--- config.mk ---
export PLATFORM = sky130hd
export DESIGN_NAME = bitmap_allocator_scan_core
export DESIGN_NICKNAME = d
export VERILOG_FILES = /design/src/hw/rtl/bas_pkg.sv /design/src/hw/rtl/bas_ram.sv /design/src/hw/rtl/bas_ctrl.sv /design/src/hw/rtl/bas_dp.sv /design/src/hw/rtl/bitmap_allocator_scan_core.sv
export SDC_FILE = /design/constraint.sdc
export NUM_CORES = 2
export LEC_CHECK = 0
export BUFFER_PORTS_ARGS = -buffer_cell sky130_fd_sc_hd__buf_2
export CORE_AREA = 2 2 440 442
export DETAILED_ROUTE_END_ITERATION = 12
export DIE_AREA = 0 0 442 444
export PLACE_DENSITY_LB_ADDON = 0.3
export SYNTH_ARGS = -nofsm -noshare
export SYNTH_HDL_FRONTEND = slang
export SYNTH_SLANG_ARGS = --single-unit
--- constraint.sdc ---
create_clock -name i_clk -period 10.1 [get_ports i_clk]
set_input_delay 2.525 -clock i_clk [delete_from_list [all_inputs] [get_ports i_clk]]
set_output_delay 2.525 -clock i_clk [all_outputs]
set_load 0.01 [all_outputs]
--- src/hw/rtl/bas_pkg.sv ---
// bas_pkg: shared types, opcodes and constants of the bitmap allocator scan core
// used by bas_ctrl, bas_dp and the top level in hw/rtl; depends on nothing

package bas_pkg;

    // fixed field widths of the request and result items
    localparam int OP_W        = 3;
    localparam int IDX_W       = 10;
    localparam int CNT_W       = 11;
    localparam int INDEX_LIMIT = 1024;

    // defaults for the top level parameters
    localparam int DEF_MAX_BITS  = 1024;
    localparam int DEF_WORD_BITS = 32;

    // active bit count after reset
    localparam logic [CNT_W-1:0] ACTIVE_RESET = 11'd1024;

    // request opcodes
    typedef enum logic [OP_W-1:0] {
        OP_SET       = 3'd0,
        OP_CLEAR     = 3'd1,
        OP_TEST      = 3'd2,
        OP_FIND_CLR  = 3'd3,
        OP_FIND_SET  = 3'd4,
        OP_CLEAR_ALL = 3'd5,
        OP_SET_ALL   = 3'd6
    } t_opcode;

    // controller to datapath commands
    typedef struct packed {
        logic load;      // latch a new request, restart counters and accumulators
        logic rd;        // read the next active word for the scan
        logic sweep_wr;  // write the fill pattern to the next word
        logic fill;      // fill pattern bit for sweeps
        logic out_load;  // move the result into the output register
    } t_dp_cmd;

    // datapath to controller status
    typedef struct packed {
        logic rd_end;      // no active word left to read
        logic dv;          // a read word is being processed this cycle
        logic sweep_last;  // the sweep write this cycle is the last word
        logic op_sweep;    // latched request is clear all or set all
        logic fill_one;    // latched request is set all
        logic out_free;    // output register can take a result this cycle
    } t_dp_sts;

endpackage

--- src/hw/rtl/bas_ram.sv ---
// bas_ram: generic single write port, single read port ram with registered read
// no dependencies

module bas_ram #(
    parameter int WIDTH = 32,
    parameter int DEPTH = 32,
    parameter int AW    = (DEPTH > 1) ? $clog2(DEPTH) : 1
) (
    input  logic             i_clk,
    input  logic             i_we,
    input  logic [AW-1:0]    i_waddr,
    input  logic [WIDTH-1:0] i_wdata,
    input  logic             i_re,
    input  logic [AW-1:0]    i_raddr,
    output logic [WIDTH-1:0] o_rdata
);

    logic [WIDTH-1:0] r_mem [DEPTH];
    logic [WIDTH-1:0] r_rdata;

    // write port
    always_ff @(posedge i_clk) begin
        if (i_we) begin
            r_mem[i_waddr] <= i_wdata;
        end
    end

    // registered read port
    always_ff @(posedge i_clk) begin
        if (i_re) begin
            r_rdata <= r_mem[i_raddr];
        end
    end

    assign o_rdata = r_rdata;

endmodule

--- src/hw/rtl/bas_ctrl.sv ---
// bas_ctrl: controller state machine of the bitmap allocator scan core
// depends on bas_pkg for the command and status structs

module bas_ctrl
    import bas_pkg::*;
(
    input  logic    i_clk,
    input  logic    i_rst_n,
    input  logic    i_in_valid,
    output logic    o_in_ready,
    input  t_dp_sts i_sts,
    output t_dp_cmd o_cmd
);

    typedef enum logic [5:0] {
        ST_INIT  = 6'b000001,
        ST_IDLE  = 6'b000010,
        ST_START = 6'b000100,
        ST_SCAN  = 6'b001000,
        ST_SWEEP = 6'b010000,
        ST_FIN   = 6'b100000
    } t_state;

    t_state r_state;
    t_state n_state;

    // state register
    always_ff @(posedge i_clk) begin
        if (!i_rst_n) begin
            r_state <= ST_INIT;
        end else begin
            r_state <= n_state;
        end
    end

    assign o_in_ready = (r_state == ST_IDLE);

    // next state and commands
    always_comb begin
        n_state = r_state;
        o_cmd   = '0;
        case (r_state)
            ST_INIT: begin
                // clearing pass over the store after reset
                o_cmd.sweep_wr = 1'b1;
                o_cmd.fill     = 1'b0;
                if (i_sts.sweep_last) n_state = ST_IDLE;
            end
            ST_IDLE: begin
                if (i_in_valid) begin
                    o_cmd.load = 1'b1;
                    n_state    = ST_START;
                end
            end
            ST_START: begin
                n_state = i_sts.op_sweep ? ST_SWEEP : ST_SCAN;
            end
            ST_SCAN: begin
                // issue reads until the active words run out, then drain
                o_cmd.rd = !i_sts.rd_end;
                if (i_sts.rd_end && !i_sts.dv) n_state = ST_FIN;
            end
            ST_SWEEP: begin
                o_cmd.sweep_wr = 1'b1;
                o_cmd.fill     = i_sts.fill_one;
                if (i_sts.sweep_last) n_state = ST_FIN;
            end
            ST_FIN: begin
                if (i_sts.out_free) begin
                    o_cmd.out_load = 1'b1;
                    n_state        = ST_IDLE;
                end
            end
            default: begin
                n_state = ST_INIT;
            end
        endcase
    end

endmodule

--- src/hw/rtl/bas_dp.sv ---
// bas_dp: datapath of the bitmap allocator scan core: config register, flag store,
// word scan with accumulators and the output register; depends on bas_pkg, bas_ram

module bas_dp
    import bas_pkg::*;
#(
    parameter int MAX_BITS  = DEF_MAX_BITS,
    parameter int WORD_BITS = DEF_WORD_BITS
) (
    input  logic             i_clk,
    input  logic             i_rst_n,
    input  logic             i_cfg_wr_en,
    input  logic [CNT_W-1:0] i_cfg_wr_data,
    input  logic [OP_W-1:0]  i_opcode,
    input  logic [IDX_W-1:0] i_bit_index,
    input  logic             i_out_ready,
    input  t_dp_cmd          i_cmd,
    output t_dp_sts          o_sts,
    output logic             o_out_valid,
    output logic             o_found,
    output logic [IDX_W-1:0] o_found_index,
    output logic             o_all_clear,
    output logic             o_all_set
);

    localparam int NUM_WORDS = (MAX_BITS + WORD_BITS - 1) / WORD_BITS;
    localparam int AW        = (NUM_WORDS > 1) ? $clog2(NUM_WORDS) : 1;
    localparam int OFF_W     = $clog2(WORD_BITS);
    localparam int BASE_W    = $clog2(INDEX_LIMIT + WORD_BITS);
    localparam int CMP_W     = BASE_W + 1;
    localparam int LIM       = (MAX_BITS < INDEX_LIMIT) ? MAX_BITS : INDEX_LIMIT;

    // config register and effective count
    logic [CNT_W-1:0] r_cfg_bits;
    logic [CNT_W-1:0] w_count;
    logic [CMP_W-1:0] w_count_x;

    always_ff @(posedge i_clk) begin
        if (!i_rst_n) begin
            r_cfg_bits <= ACTIVE_RESET;
        end else if (i_cfg_wr_en) begin
            r_cfg_bits <= i_cfg_wr_data;
        end
    end

    always_comb begin
        if (r_cfg_bits == '0) begin
            w_count = CNT_W'(1);
        end else if (r_cfg_bits > CNT_W'(LIM)) begin
            w_count = CNT_W'(LIM);
        end else begin
            w_count = r_cfg_bits;
        end
    end

    assign w_count_x = CMP_W'(w_count);

    // latched request
    logic [OP_W-1:0]  r_op;
    logic [IDX_W-1:0] r_idx;

    always_ff @(posedge i_clk) begin
        if (i_cmd.load) begin
            r_op  <= i_opcode;
            r_idx <= i_bit_index;
        end
    end

    // read side counters
    logic [AW-1:0]     r_rd_addr;
    logic [BASE_W-1:0] r_rd_base;
    logic              r_dv;
    logic [AW-1:0]     r_dp_addr;
    logic [BASE_W-1:0] r_dp_base;

    always_ff @(posedge i_clk) begin
        if (!i_rst_n) begin
            r_rd_addr <= '0;
            r_rd_base <= '0;
            r_dv      <= 1'b0;
        end else begin
            r_dv <= i_cmd.rd;
            if (i_cmd.load) begin
                r_rd_addr <= '0;
                r_rd_base <= '0;
            end else if (i_cmd.rd || i_cmd.sweep_wr) begin
                r_rd_addr <= r_rd_addr + AW'(1);
                r_rd_base <= r_rd_base + BASE_W'(WORD_BITS);
            end
        end
    end

    always_ff @(posedge i_clk) begin
        if (i_cmd.rd) begin
            r_dp_addr <= r_rd_addr;
            r_dp_base <= r_rd_base;
        end
    end

    // decoded request
    logic w_is_set;
    logic w_is_clr;
    logic w_is_test;

    assign w_is_set  = (r_op == OP_SET);
    assign w_is_clr  = (r_op == OP_CLEAR);
    assign w_is_test = (r_op == OP_TEST);

    // word processing for the word returned by the store
    logic [WORD_BITS-1:0] w_word;
    logic [WORD_BITS-1:0] w_new;
    logic [WORD_BITS-1:0] w_mask;
    logic [WORD_BITS-1:0] w_set_bits;
    logic [WORD_BITS-1:0] w_clr_bits;
    logic [CMP_W-1:0]     w_base_x;
    logic [CMP_W-1:0]     w_rem;
    logic [CMP_W-1:0]     w_idx_x;
    logic [CMP_W-1:0]     w_rel;
    logic [OFF_W-1:0]     w_off;
    logic                 w_hit;
    logic                 w_test;
    logic [OFF_W-1:0]     w_fs_off;
    logic [OFF_W-1:0]     w_fc_off;

    assign w_base_x = CMP_W'(r_dp_base);
    assign w_rem    = w_count_x - w_base_x;
    assign w_idx_x  = CMP_W'(r_idx);
    assign w_rel    = w_idx_x - w_base_x;
    assign w_off    = w_rel[OFF_W-1:0];
    assign w_hit    = r_dv && (w_idx_x < w_count_x) && (w_idx_x >= w_base_x)
                      && (w_rel < CMP_W'(WORD_BITS));

    // modified word, active mask and tested bit
    always_comb begin
        w_test = 1'b0;
        for (int b = 0; b < WORD_BITS; b++) begin
            w_mask[b] = (CMP_W'(b) < w_rem);
            if (w_hit && (w_off == OFF_W'(b))) begin
                w_new[b] = w_is_set ? 1'b1 : (w_is_clr ? 1'b0 : w_word[b]);
                w_test   = w_test | w_word[b];
            end else begin
                w_new[b] = w_word[b];
            end
        end
    end

    assign w_set_bits = w_new & w_mask;
    assign w_clr_bits = ~w_new & w_mask;

    // lowest set and lowest clear active bit in the word
    always_comb begin
        w_fs_off = '0;
        w_fc_off = '0;
        for (int b = WORD_BITS - 1; b >= 0; b--) begin
            if (w_set_bits[b]) w_fs_off = OFF_W'(b);
            if (w_clr_bits[b]) w_fc_off = OFF_W'(b);
        end
    end

    // flag store
    logic                 w_we;
    logic [AW-1:0]        w_waddr;
    logic [WORD_BITS-1:0] w_wdata;

    always_comb begin
        if (i_cmd.sweep_wr) begin
            w_we    = 1'b1;
            w_waddr = r_rd_addr;
            w_wdata = {WORD_BITS{i_cmd.fill}};
        end else begin
            w_we    = w_hit && (w_is_set || w_is_clr);
            w_waddr = r_dp_addr;
            w_wdata = w_new;
        end
    end

    bas_ram #(
        .WIDTH (WORD_BITS),
        .DEPTH (NUM_WORDS),
        .AW    (AW)
    ) u_store (
        .i_clk   (i_clk),
        .i_we    (w_we),
        .i_waddr (w_waddr),
        .i_wdata (w_wdata),
        .i_re    (i_cmd.rd),
        .i_raddr (r_rd_addr),
        .o_rdata (w_word)
    );

    // scan accumulators
    logic             r_any_set;
    logic             r_any_clr;
    logic             r_test;
    logic             r_fs_found;
    logic             r_fc_found;
    logic [IDX_W-1:0] r_fs_idx;
    logic [IDX_W-1:0] r_fc_idx;

    always_ff @(posedge i_clk) begin
        if (i_cmd.load) begin
            r_any_set  <= 1'b0;
            r_any_clr  <= 1'b0;
            r_test     <= 1'b0;
            r_fs_found <= 1'b0;
            r_fc_found <= 1'b0;
            r_fs_idx   <= '0;
            r_fc_idx   <= '0;
        end else if (r_dv) begin
            r_any_set <= r_any_set | (|w_set_bits);
            r_any_clr <= r_any_clr | (|w_clr_bits);
            r_test    <= r_test | w_test;
            if (!r_fs_found && (|w_set_bits)) begin
                r_fs_found <= 1'b1;
                r_fs_idx   <= IDX_W'(r_dp_base + BASE_W'(w_fs_off));
            end
            if (!r_fc_found && (|w_clr_bits)) begin
                r_fc_found <= 1'b1;
                r_fc_idx   <= IDX_W'(r_dp_base + BASE_W'(w_fc_off));
            end
        end
    end

    // result selection
    logic             w_res_found;
    logic [IDX_W-1:0] w_res_idx;
    logic             w_res_clear;
    logic             w_res_set;

    always_comb begin
        w_res_found = 1'b0;
        w_res_idx   = '0;
        w_res_clear = !r_any_set;
        w_res_set   = !r_any_clr;
        case (r_op)
            OP_TEST: begin
                w_res_found = r_test;
            end
            OP_FIND_CLR: begin
                w_res_found = r_fc_found;
                w_res_idx   = r_fc_idx;
            end
            OP_FIND_SET: begin
                w_res_found = r_fs_found;
                w_res_idx   = r_fs_idx;
            end
            OP_CLEAR_ALL: begin
                w_res_clear = 1'b1;
                w_res_set   = 1'b0;
            end
            OP_SET_ALL: begin
                w_res_clear = 1'b0;
                w_res_set   = 1'b1;
            end
            default: begin
                w_res_found = 1'b0;
            end
        endcase
    end

    // output register
    logic             r_out_valid;
    logic             r_out_found;
    logic [IDX_W-1:0] r_out_idx;
    logic             r_out_clear;
    logic             r_out_set;

    always_ff @(posedge i_clk) begin
        if (!i_rst_n) begin
            r_out_valid <= 1'b0;
        end else if (i_cmd.out_load) begin
            r_out_valid <= 1'b1;
        end else if (i_out_ready) begin
            r_out_valid <= 1'b0;
        end
    end

    always_ff @(posedge i_clk) begin
        if (i_cmd.out_load) begin
            r_out_found <= w_res_found;
            r_out_idx   <= w_res_idx;
            r_out_clear <= w_res_clear;
            r_out_set   <= w_res_set;
        end
    end

    assign o_out_valid   = r_out_valid;
    assign o_found       = r_out_found;
    assign o_found_index = r_out_idx;
    assign o_all_clear   = r_out_clear;
    assign o_all_set     = r_out_set;

    // status back to the controller
    assign o_sts.rd_end     = (CMP_W'(r_rd_base) >= w_count_x);
    assign o_sts.dv         = r_dv;
    assign o_sts.sweep_last = (r_rd_addr == AW'(NUM_WORDS - 1));
    assign o_sts.op_sweep   = (r_op == OP_CLEAR_ALL) || (r_op == OP_SET_ALL);
    assign o_sts.fill_one   = (r_op == OP_SET_ALL);
    assign o_sts.out_free   = !r_out_valid || i_out_ready;

endmodule

--- src/hw/rtl/bitmap_allocator_scan_core.sv ---
// bitmap_allocator_scan_core: bitmap flag store with set, clear, test, find and fill
// depends on bas_pkg, bas_ctrl, bas_dp (which holds bas_ram)
//
// usage
//   requests come in on the s_axis group: the opcode on tuser, the bit index on tdata.
//   each request gives exactly one result item on the m_axis group: found on tuser,
//   found index and the all clear / all set flags on tdata.
//   the active bit count is written through i_cfg_wr_en / i_cfg_wr_data while idle.
// throughput
//   one request at a time. set, clear, test, find and unused opcodes scan the active
//   words of the store one per cycle through its registered read port.
//   clear all and set all write every stored word, one per cycle.
// reset
//   the active count returns to 1024 and the store is cleared by a pass over every
//   stored word, during which s_axis_tready stays low.
// stalls
//   the result waits in an output register; the next request is taken meanwhile,
//   and its result is held back until the previous one has been taken.

module bitmap_allocator_scan_core
    import bas_pkg::*;
#(
    parameter int MAX_BITS  = DEF_MAX_BITS,
    parameter int WORD_BITS = DEF_WORD_BITS
) (
    input  logic             i_clk,
    input  logic             i_rst_n,
    // configuration: active bit count
    input  logic             i_cfg_wr_en,
    input  logic [CNT_W-1:0] i_cfg_wr_data,
    // request items
    input  logic             s_axis_tvalid,
    output logic             s_axis_tready,
    input  logic [15:0]      s_axis_tdata,   // [9:0] bit_index, [15:10] zero
    input  logic [2:0]       s_axis_tuser,   // [2:0] opcode
    // result items
    output logic             m_axis_tvalid,
    input  logic             m_axis_tready,
    output logic [15:0]      m_axis_tdata,   // [9:0] found_index, [10] all_clear,
                                             // [11] all_set, [15:12] zero
    output logic             m_axis_tuser    // [0] found
);

    t_dp_cmd          w_cmd;
    t_dp_sts          w_sts;
    logic             w_found;
    logic [IDX_W-1:0] w_found_index;
    logic             w_all_clear;
    logic             w_all_set;

    // controller
    bas_ctrl u_ctrl (
        .i_clk      (i_clk),
        .i_rst_n    (i_rst_n),
        .i_in_valid (s_axis_tvalid),
        .o_in_ready (s_axis_tready),
        .i_sts      (w_sts),
        .o_cmd      (w_cmd)
    );

    // datapath
    bas_dp #(
        .MAX_BITS  (MAX_BITS),
        .WORD_BITS (WORD_BITS)
    ) u_dp (
        .i_clk         (i_clk),
        .i_rst_n       (i_rst_n),
        .i_cfg_wr_en   (i_cfg_wr_en),
        .i_cfg_wr_data (i_cfg_wr_data),
        .i_opcode      (s_axis_tuser),
        .i_bit_index   (s_axis_tdata[IDX_W-1:0]),
        .i_out_ready   (m_axis_tready),
        .i_cmd         (w_cmd),
        .o_sts         (w_sts),
        .o_out_valid   (m_axis_tvalid),
        .o_found       (w_found),
        .o_found_index (w_found_index),
        .o_all_clear   (w_all_clear),
        .o_all_set     (w_all_set)
    );

    // result packing
    assign m_axis_tdata = {4'b0000, w_all_set, w_all_clear, w_found_index};
    assign m_axis_tuser = w_found;

    // checks
    a_busy_after_accept: assert property (@(posedge i_clk) disable iff (!i_rst_n)
        (s_axis_tvalid && s_axis_tready) |=> !s_axis_tready)
        else $error("request taken while the previous one is in work");

    a_no_scan_during_sweep: assert property (@(posedge i_clk) disable iff (!i_rst_n)
        !(w_cmd.rd && w_cmd.sweep_wr))
        else $error("scan read issued during a sweep");

    a_load_into_free_slot: assert property (@(posedge i_clk) disable iff (!i_rst_n)
        w_cmd.out_load |-> w_sts.out_free)
        else $error("result loaded over an untaken result");

    a_valid_from_load: assert property (@(posedge i_clk) disable iff (!i_rst_n)
        $rose(m_axis_tvalid) |-> $past(w_cmd.out_load))
        else $error("result valid without a result load");

endmodule

Word level (Yosys, flattened, before mapping)
Memories as Yosys holds them, arrays and structs flattened. A register that Yosys moved wholly into a read port is not among the register bits.
Cells that the tools add are included.
- add/subtract/negate cells: 6
- magnitude comparators: 37
- equality and inequality tests: 49
- mux-type cells: 218
- bitwise operators: 38
- reductions and logical operators: 60
- operator list (operator ; count):
    5-bit two-way mux ; 66
    5-bit by 12-bit less-than comparator with 1-bit output, first input constant ; 16
    1-bit two-way mux ; 138
    4-bit by 12-bit less-than comparator with 1-bit output, first input constant ; 8
    5-bit == test, second input constant ; 17
    32-bit AND ; 2
    32-bit OR reduction ; 2
    3-bit by 12-bit less-than comparator with 1-bit output, first input constant ; 4
    5-bit by 4-bit == test with 1-bit output, second input constant ; 8
    1-bit logical AND ; 39
    6-bit one-hot mux with 6 select lines ; 1
    1-bit bitwise OR ; 34
    32-bit two-way mux ; 1
    32-bit NOT ; 1
    6-bit two-way mux ; 5
    1-bit by 12-bit less-than comparator with 1-bit output, first input constant ; 2
    2-bit by 12-bit less-than comparator with 1-bit output, first input constant ; 2
    11-bit two-way mux ; 2
    10-bit by 5-bit adder with 10-bit output ; 2
    5-bit by 3-bit == test with 1-bit output, second input constant ; 4
    10-bit one-hot mux with 2 select lines ; 1
    12-bit by 6-bit less-than comparator with 1-bit output, second input constant ; 1
    10-bit by 11-bit subtractor with 12-bit output ; 1
    11-bit by 11-bit subtractor with 12-bit output ; 1
    other kinds (32) ; 50
- bits in registers: 102
- RAM bits: 1024
- logic and storage cells: 430
- memories: 1
- memories (name ; depth ; bits a word ; rd ports ; clocked after Yosys merged registers in ; wr ports ; RTL line ; source):
    u_dp.u_store.r_mem ; 32 ; 32 ; 1 ; 1 ; 1 ; bas_ram.sv:18 ; logic [WIDTH-1:0] r_mem [DEPTH];

Depth between registers and ports, before layout
- depth in word-level cells: 72
- depth in mapped cells: 20
- mapped depth without buffers: 15

By module
Synthesis repeated with hierarchy kept, for this count alone.
- cell total of the unflattened synthesis: 3289
- area total of the unflattened synthesis: 49207.2 um2
- modules (own cells, without submodules) (module ; times used ; cells each ; area each (um2) ; seq. area each (um2)):
    bas_ram ; 1 ; 2260 ; 40811.6 ; 31710.4
    bas_dp ; 1 ; 963 ; 7873.8 ; 2092.0
    bas_ctrl ; 1 ; 59 ; 473.0 ; 120.1
    bitmap_allocator_scan_core ; 1 ; 7 ; 48.8 ; 0.0

Worst setup path after synthesis
OpenSTA, ideal clock, no wires.
- kind: reg2reg
- start: register u_dp.r_cfg_bits[10]
- end: register u_dp.r_dp_addr[0], enable pin
- arrival time: 5.051 ns
- required time: 9.603 ns
- slack: 4.552 ns
- stages on the path, launching flop included: 14
- path buffers: 2
- period minus slack after synthesis: 5.548 ns
- cell sequence: dfxtp_1 -> clkbuf_1 -> inv_1 -> clkbuf_1 -> nand2_1 -> ha_1 -> nand2_1 -> a21oi_1 -> o21ai_0 -> a21boi_0 -> o21a_1 -> o21a_1 -> o21a_1 -> nor3_1
- RTL lines (element ; RTL line ; source):
    start, declared ; bas_dp.sv:34 ; logic [CNT_W-1:0] r_cfg_bits;
    start signal, assigned ; bas_dp.sv:42 ; r_cfg_bits <= i_cfg_wr_data;
    end signal, assigned ; bas_dp.sv:95 ; r_dp_addr <= r_rd_addr;
    end, declared ; bas_dp.sv:73 ; logic [AW-1:0] r_dp_addr;

Final worst setup path
- start: register u_dp.r_cfg_bits[10]
- end: register u_dp.r_fc_idx[3]
- word-level cells in the longest chain between the ends: 44
- elaborated cells between the ends (all ways): 143
- classes of those cells: 2 x add/sub; 34 x order compare; 66 x mux; 2 x bitwise; 39 x reduce/logical
- ends and longest elaborated chain (element ; RTL line ; source):
    11-bit > comparator ; bas_dp.sv:49 ; end else if (r_cfg_bits > CNT_W'(LIM)) begin
    11-bit two-way mux ; bas_dp.sv:49 ;
    11-bit two-way mux (*) ; bas_dp.sv:47 ; if (r_cfg_bits == '0) begin
    branches (longest 7 deep; another with 11-bit by 11-bit subtractor with 12-bit output) ; n/a ;
    32-bit AND (*) ; bas_dp.sv:148 ; assign w_clr_bits = ~w_new & w_mask;
    5-bit two-way mux (32 in series) ; bas_dp.sv:156 ; if (w_clr_bits[b]) w_fc_off = OFF_W'(b);
    10-bit by 5-bit adder with 10-bit output ; bas_dp.sv:219 ; r_fc_idx <= IDX_W'(r_dp_base + BASE_W'(w_fc_off));
    end signal, assigned ; bas_dp.sv:219 ;
    end, declared ; bas_dp.sv:198 ; logic [IDX_W-1:0] r_fc_idx;
Every way passes the cells marked *.
A chain may end at the register's enable or synchronous reset.

==> results.cfg <==
[run_status]
outcome = complete, no violations

[floorplan]
die_h_um = 444
dieArea_um2 = 196000
start_util_pct = 24.8
io_pins = 54
coreArea_um2 = 192000
placementRows = 161
die_w_um = 442

[grt]
met3_usage_pct = 2.22
grt_pass1_wl_um = 188000
grt_pass1_vias = 25300
antenna_found_initial = 0
grt_max_degree = 129
busiest_layer = met2
grt_use_total_pct = 13.1
gr-usage-met1_pct = 18.4
grt_overflow = 0
use_met2_pct = 20.2

[layout]
drive_above_1_share_pct = 26.9
final_cells = 5250
final_nets = 2685
final_cell_area_um2 = 55500
area_growth_pct = 16.7

[power]
p_comb_share_pct = 14.9
p_per_area_nw_per_um2 = 218
p_int_mw = 9.05
p_seq_share_pct = 46.3
switching_share_pct = 25.0
p_sw_mw = 3.02
fin_total_pwr_mw = 12.1
leakage_nw = 17.3
clockPowerShare_pct = 38.8
ir_drop_uv = 165

[route]
vias_per_cell = 4.78
drtIter0Drc = 2590
dr_total_vias = 25100
first_pass_iters = 7
routed_wl_um = 130000
wl_per_cell_um = 24.8
ant_nets = 0
drc_errors = 0

[timing]
slew_viol_final = 0
worst_slew_pin_slew_ps = 1280
min_period_over_period_pct = 64.7
hold_violations = 0
setup_viol = 0
fin_ws_ps = 3570
relSlewSlack_pct = 14.6
clock.fmax_mhz = 153
finalClockSkew_ps = 52.4
min_period_ps = 6530
rsz0062_at_grt = false
tns_ps = 0

[synth]
synthArstFlopShare_pct = 0
synth_top_area_cell = edfxtp_1
synth.ff_latch_count = 1148
seq_area_frac_synth_pct = 71.3
synthTopCellsByArea = edfxtp_1, mux4_2, dfxtp_1
syn-cell-area_um2 = 47600
ys_types = 88
synth-edff-count = 1093
synth_top_flop_cell = edfxtp_1
syn_inst = 2517
ys_warn_count = 0
syn_area_per_cell_um2 = 18.9
synth_top_area_share_pct = 69.0

[setup_path]
cp-start-kind = register
critical_path_class = reg2reg
critical_path.max_fanout = 26
critPathRequiredTime_ps = 10700
worstPathArrival_ps = 7130
critPathCaptureType = register

[clocking]
ctsHoldBuffers = 0
cts_sinks = 1148
insertion_delay_ps = 760
cts_setup_buffers = 0
clkTransAtPathRegs_ps = 60
htree_levels = 4
tritoncts = yes
root_buffer = clkbuf_16
post_cts_resized = 0
clockBufferDepth = 3
cts_made_buffers = 130

[placement]
gp_congestion = 0.924
placed_area_um2 = 51300
hpwl_um = 74900
port_buffers = 43
placed_cells = 5012
dp_slack_ps = 3720

[hold_path]
hold_class = reg2reg

[run]
max_cap_violations = 0
cell usage in the layout, fill, tap and decap left out, types with 16 or more instances in the layout:
cell	Yosys	final
ha_1	29	29
nor2_4	0	32
nor3_1	27	26
clkbuf_16	0	132
edfxtp_1	1093	1093
nand2_1	107	107
nand2b_1	18	18
buf_4	6	65
mux2_2	40	40
inv_1	43	43
buf_2	8	43
a21oi_1	50	49
clkinv_1	1	34
nand4_1	16	16
o21ai_0	80	67
nor4_1	25	24
nor2_1	114	82
dfxtp_1	55	50
nand3_1	22	22
clkbuf_1	106	28
mux4_2	320	320
mux2i_1	32	32
area by class of cell:
type | count | area, um^2
tap | 2526 | 3160
clock inverter | 76 | 838
multi-input combinational | 1183 | 13200
sequential | 1148 | 33900
antenna | 1 | 2.50
clock buffer | 160 | 3410
fill | 18800 | 136000
timing repair buffer | 112 | 778
inverter | 44 | 165
flip-flops by register name, indices dropped and copies added, names as in the netlist, 3 cells and up:
signal and count:
u_ctrl.r_state 6, u_dp.o_found_index 10, u_dp.r_cfg_bits 11, u_dp.r_dp_addr 5
u_dp.r_dp_base 6, u_dp.r_fc_idx 10, u_dp.r_fs_idx 10, u_dp.r_idx 10
u_dp.r_op 3, u_dp.r_rd_addr 5, u_dp.r_rd_base 6, u_dp.u_store.o_rdata 32
u_dp.u_store.r_mem 1024
power by group through the flow:
stage	sequential [mW]	clock [mW]	combinational (mW)
finish	5.59	4.68	1.80
global route	5.61	4.97	1.93
CTS	5.60	4.80	1.85
detailed placement	5.70	0	1.84
global placement	5.69	0	1.83
floorplan	5.63	0	1.24
kinds of logic after synthesis:
kind of cell / count (synthesis) / share of synthesized area (%)
and+or+nand+nor: 429 / 4.64
other: 1 / 0.00788
DFF: 1148 / 71.3
buffers and inverters: 189 / 1.58
muxes: 392 / 16.8
adders and majority gates: 31 / 0.847
xor gates and xnor gates: 8 / 0.147
AOI/OAI and AO/OA: 319 / 4.73
layer usage:
layer	share of wire, %	up-vias
met4	3.1	0
met2	46	787
met1	46	13500
met3	5.0	194
met5	0	-
li1	-	10700
stage by stage:
step	util [%]	hold WS, ps
after global routing	29.0	481
after CTS	29.0	465
after global placement	26.8	458
final	29.0	460
after detailed placement	26.8	457
after floorplan	-	406
synth_stat cells, types with 29 or more instances:
library cell	number
a21oi_1	50
ha_1	29
edfxtp_1	1093
mux4_2	320
dfxtp_1	55
nand2_1	107
mux2i_1	32
inv_1	43
o21ai_0	80
mux2_2	40
nor2_1	114
clkbuf_1	106
worst paths after layout:
| check | cells past startpoint | from | endpoint | slack, ps |
|---|---|---|---|---|
| setup / recovery | 14 | u_dp.r_cfg_bits[10] | u_dp.r_fc_idx[3] | 3570 |
| hold / removal | 2 | u_dp.r_fc_found | u_dp.r_fc_found | 460 |
| setup reg to reg | 14 | u_dp.r_cfg_bits[10] | u_dp.r_fc_idx[3] | 3570 |
| hold reg to reg | 2 | u_dp.r_fc_found | u_dp.r_fc_found | 460 |
worst max-delay path, stage by stage, from the launching register on:
cell	delay (ps)
dfxtp_1	630
inv_1	390
nand2_1	270
inv_1	70
ha_1	320
or4b_2	640
a211oi_1	610
o21a_1	840
nand3_1	370
nor3b_1	300
a2111oi_2	400
nand4_1	360
o31ai_4	810
a311o_1	270
a21oi_1	80
Note: power is estimated with default switching activity, not from simulation.
